[config.mk]
export PLATFORM = sky130hd
export DESIGN_NAME = dlt_cell
export DESIGN_NICKNAME = d
export VERILOG_FILES = /design/src/hdl/dhcp_lease_table_assert.svh /design/src/hdl/dlt_pkg.sv /design/src/hdl/dlt_cell.sv
export SDC_FILE = /design/constraint.sdc
export NUM_CORES = 1
export LEC_CHECK = 0
export ABC_AREA = 1
export BUFFER_PORTS_ARGS = -buffer_cell sky130_fd_sc_hd__buf_4
export CORE_MARGIN = 3
export CORE_UTILIZATION = 41
export CTS_CLUSTER_DIAMETER = 80
export CTS_CLUSTER_SIZE = 10
export DETAILED_ROUTE_END_ITERATION = 7
export PLACE_DENSITY = 0.81
export SKIP_CTS_REPAIR_TIMING = 1
export SLEW_MARGIN = 20
export SYNTH_ARGS = -nofsm -noshare
export SYNTH_HDL_FRONTEND = slang
export SYNTH_SLANG_ARGS = --single-unit
[constraint.sdc]
create_clock -name clock -period 0.8 [get_ports clock]
set_clock_uncertainty 0.1 [all_clocks]
set_input_delay 0.04 -clock clock [delete_from_list [all_inputs] [get_ports clock]]
set_output_delay 0.04 -clock clock [all_outputs]
set_load 0.02 [all_outputs]
[src/hdl/dhcp_lease_table_assert.svh]
// Assertion macros for the lease table.
`ifndef DHCP_LEASE_TABLE_ASSERT_SVH
`define DHCP_LEASE_TABLE_ASSERT_SVH
`ifndef SYNTHESIS
`define DLT_ASSERT_IMPL(label, clk, rst, a, b, msg) \
   label: assert property (@(posedge clk) disable iff (rst) (a) |-> (b)) else $error(msg);
`define DLT_ASSERT_NEXT(label, clk, rst, a, b, msg) \
   label: assert property (@(posedge clk) disable iff (rst) (a) |=> (b)) else $error(msg);
`else
`define DLT_ASSERT_IMPL(label, clk, rst, a, b, msg)
`define DLT_ASSERT_NEXT(label, clk, rst, a, b, msg)
`endif
`endif

[src/hdl/dlt_pkg.sv]
`timescale 1ns / 1ps
package dlt_pkg;
   localparam int TABLE_DEPTH = 64;
   localparam int IDX_W = (TABLE_DEPTH > 1) ? $clog2(TABLE_DEPTH) : 1;
   localparam logic [31:0] HOLD_SECONDS = 32'd42;
   localparam logic [31:0] LEASE_RESET = 32'd600;
   localparam logic [6:0] COUNT_RESET = 7'd64;

   typedef enum logic [1:0] {
      ACT_DISCOVER = 2'd0,
      ACT_REQUEST  = 2'd1,
      ACT_OTHER    = 2'd2,
      ACT_TICK     = 2'd3
   } action_type;

   typedef enum logic [1:0] {
      KIND_OFFER = 2'd0,
      KIND_ACK   = 2'd1,
      KIND_NAK   = 2'd2
   } kind_type;

   typedef enum logic [1:0] {
      REG_SERVER = 2'd0,
      REG_START  = 2'd1,
      REG_COUNT  = 2'd2,
      REG_LEASE  = 2'd3
   } reg_type;

   typedef struct packed {
      logic [47:0] mac;
      logic [31:0] expiry;
   } entry_type;
endpackage

[src/hdl/dlt_cell.sv]
`timescale 1ns / 1ps
module dlt_cell (
   input  logic                clock,
   input  logic                reset,
   input  logic                shift,
   input  dlt_pkg::entry_type  entry_in,
   output dlt_pkg::entry_type  entry_out
);
   import dlt_pkg::*;

   entry_type entry_ff;

   // Reset empties the entry; shift takes the neighbor's entry.
   always_ff @(posedge clock) begin
      if (reset) begin
         entry_ff <= '0;
      end else if (shift) begin
         entry_ff <= entry_in;
      end
   end

   assign entry_out = entry_ff;
endmodule
* Word-level counts from Yosys, hierarchy flattened *
Cells that the tools add are included.

storage, ports and cells
  register bits after elaboration = 80
  bits in writable memories = 0
  ROM bits = 0
  logic and storage cells = 2
  bits in latches = 0
  memories kept = 0

cells by class
  bitwise gates (word level) = 0
  equality and inequality tests = 0
  shift-type cells = 0
  $add $sub $neg = 0
  multipliers = 0
  reductions and logical operators = 0
  mux-type cells = 0
  div/mod/pow operators = 0
  order comparisons = 0

* Depth between registers and ports, before layout *
  word-level depth = 0
  gate-level depth with buffers = 6
  depth with buffers taken out = 4

* Worst setup path after synthesis *
Ideal clock, no wire load.

  path type = input port to flip-flop
  start point = input shift
  end point = register entry_ff (netlist bit entry_out[0])
  data arrival time = 589 ps
  setup time = 113 ps
  setup slack = -2 ps
  stages on the path = 5
  cells stage by stage = buf_2 buf_6 buf_4 nor2_1 nor2_1

RTL lines
  element               line            RTL
  start, declared       dlt_cell.sv:5   input logic shift,
  end signal, assigned  dlt_cell.sv:18  entry_ff <= entry_in;
  end, declared         dlt_cell.sv:11  entry_type entry_ff;

* Final worst setup path *
  start point = register entry_ff (netlist bit entry_out[37])
  end point = output entry_out[37] (netlist name)

RTL lines
  element        line           RTL
  end, declared  dlt_cell.sv:7  output dlt_pkg::entry_type entry_out

No word-level cell between the ends.

==> flow_summary.toml <==
[run_status]
status = "complete, but fails checks"
violations = "negative hold slack, negative setup slack"

[setup_path]
crit_fanout = 2
path_cells = "buf_6"
setup.worst_path.class = "register to primary output"
r2r-start = "entry_out[44]"
cpLargestDelayFamily = "flip-flops"
r2r-end = "entry_out[44]"
regToRegSetupSlack_ns = 0
critPathLaunch = "entry_out[37]"
cpMaxStageDelayCell = "dfxtp_2"
critPathCaptureType = "primary output"
cpPeakStageDelay_ns = 0.36
worst_setup_path_start_kind = "register"
cp.required_ns = 0.66
reg2reg_depth = 2
critPathArrivalTime_ns = 0.82
path_depth = 1
endpoint = "entry_out[37]"
worst-path-buf-inv = 1

[drt]
via_per_inst = 4.54
drcViolationCount = 0
first_pass_iters = 4
postRouteAntennaNets = 0
vias = 3849
drt_wl_total_um = 11700
avgRoutedWirePerCell_um = 13.8
dr.first_iter.drc_count = 145

[timing]
tightestPinTransition_ns = 0.229
setup_viol = 101
whs_ns = -0.0989
finalMaxSlewViolations = 0
slew_headroom = 0.847
max_freq_mhz = 1040
tns_ns = -10.84
fin_crit_ns = 0.958
hold_violations = 4
worst_slack_ns = -0.158
period_share = 1.20
rsz0062_at_grt = "yes"

[finish]
post_route_cells_drive_above_1_share = 0.363
largest_register_ffs = 80
multiInputGateArea_sq_mm = 0.00122
finish.instance_area_sq_mm = 0.00601
area_growth_pct = 84.2
fillers = 453
layout_common_cells = "160 x nand2_1, 156 x nor2_1, 87 x buf_4"
final_common_cell = "nand2_1"
seq_area_sq_mm = 0.00170
final_nets = 825

[power_and_ir_drop]
irDropWorstVdd_mv = 1.08
p_per_area_mw_per_mm2 = 1700
power_leakage_uw = 0.00326

[grt]
first_global_vias = 2933
grt_util_all_layers = 0.174
grt_pass1_wl_um = 12600
grt_max_degree = 54
antenna_found_initial = 0
overflow = 0

[clock_tree]
numCtsBuffers = 9
clkLatencyLatePin_ns = 0.33
clkSlewWorstSetupHoldPaths_ns = 0.08
cts_sinks = 80
cts-root-buf = "clkbuf_8"
cts_tree = "done"
htree_num_levels = 3
clockBufferDepth = 2

[place]
placed_cell_area_sq_mm = 0.00457
preCtsSetupSlack_ns = -0.0445
place_congestion = 0.748
hpwl_um = 6040
port_buffers = 162

[die]
ioPinCount = 163
die_area_sq_mm = 0.00907
core_sq_mm = 0.00749
rows = 31
start_util = 0.436
die_x_um = 95.2
die_h_um = 95.2

[run]
drv_cap = 0

[logic_synthesis]
synth-seq-cells = 80
synth_seq_area_share = 0.490
synth_area_sq_mm = 0.00327
syn_area_per_cell_sq_um = 6.44
postSynthCellCount = 507
synth_cell_type_count = 9
synth_nets = 590
ys.warnings.count = 0

[hold_path]
hp-class = "input port to register"
==> cells in the mapped netlist (all sizes together) <==
library cell  instances  area share
clkbuf                8      0.0092
nand2               160        0.18
buf                  18       0.039
dfxtp                80        0.49
inv                  81       0.093
nor2                160        0.18
==> cells by family after synthesis <==
family	share of synthesized area
buf+inv	0.142
simple gates	0.368
flops	0.490
==> final cells by class <==
cell class | count | area share
antenna | 2 | 0.000832
clock buffer | 13 | 0.0248
clock inverter | 3 | 0.0108
inverter | 81 | 0.0506
multi-input combinational | 320 | 0.203
sequential | 80 | 0.283
tap | 99 | 0.0206
timing repair buffer | 250 | 0.406
==> worst reg2reg max path, stage by stage (launching register included) <==
cell and delay (ns):
dfxtp_2 0.34, nor2_1 0.16, nor2_1 0.09
==> power by group <==
group,total [uW],switching [uW],internal [uW],leakage [uW]
logic,2470,1160,1320,0.00246
clock network,3240,1390,1850,0.000108
registers,4530,213,4320,0.000688
==> per-stage QoR <==
stage               utilization  std cells  total power [uW]
global placement          0.611        749              6330
global route              0.803        846             10700
floorplan                     -        507              5480
detailed placement        0.611        749              6380
CTS                       0.640        765              9580
finish                    0.803        848             10200
==> how the worst min path moves through the flow <==
stage / from / to / slack (ns) / depth (start not counted)
after floorplan: entry_in[0] / entry_out[0] / 0.13 / 4
after global placement: entry_in[79] / entry_out[79] / 0.22 / 5
after detailed placement: entry_in[38] / entry_out[38] / 0.23 / 5
after CTS: entry_in[53] / entry_out[53] / -0.13 / 5
after global routing: reset / entry_out[23] / -0.09 / 4
final: reset / entry_out[23] / -0.1 / 4
==> routing by layer <==
| layer | GRT usage | wire (um) | vias up | part of all wire |
|---|---|---|---|---|
| met1 | 0.202 | 4060 | 1722 | 0.35 |
| met4 | 0.0613 | 499 | 0 | 0.043 |
| met2 | 0.294 | 6210 | 180 | 0.53 |
| li1 | - | - | 1900 | - |
| met5 | 0 | 0 | - | 0 |
| met3 | 0.0631 | 970 | 47 | 0.083 |
Power figures use the tool's default switching activity.
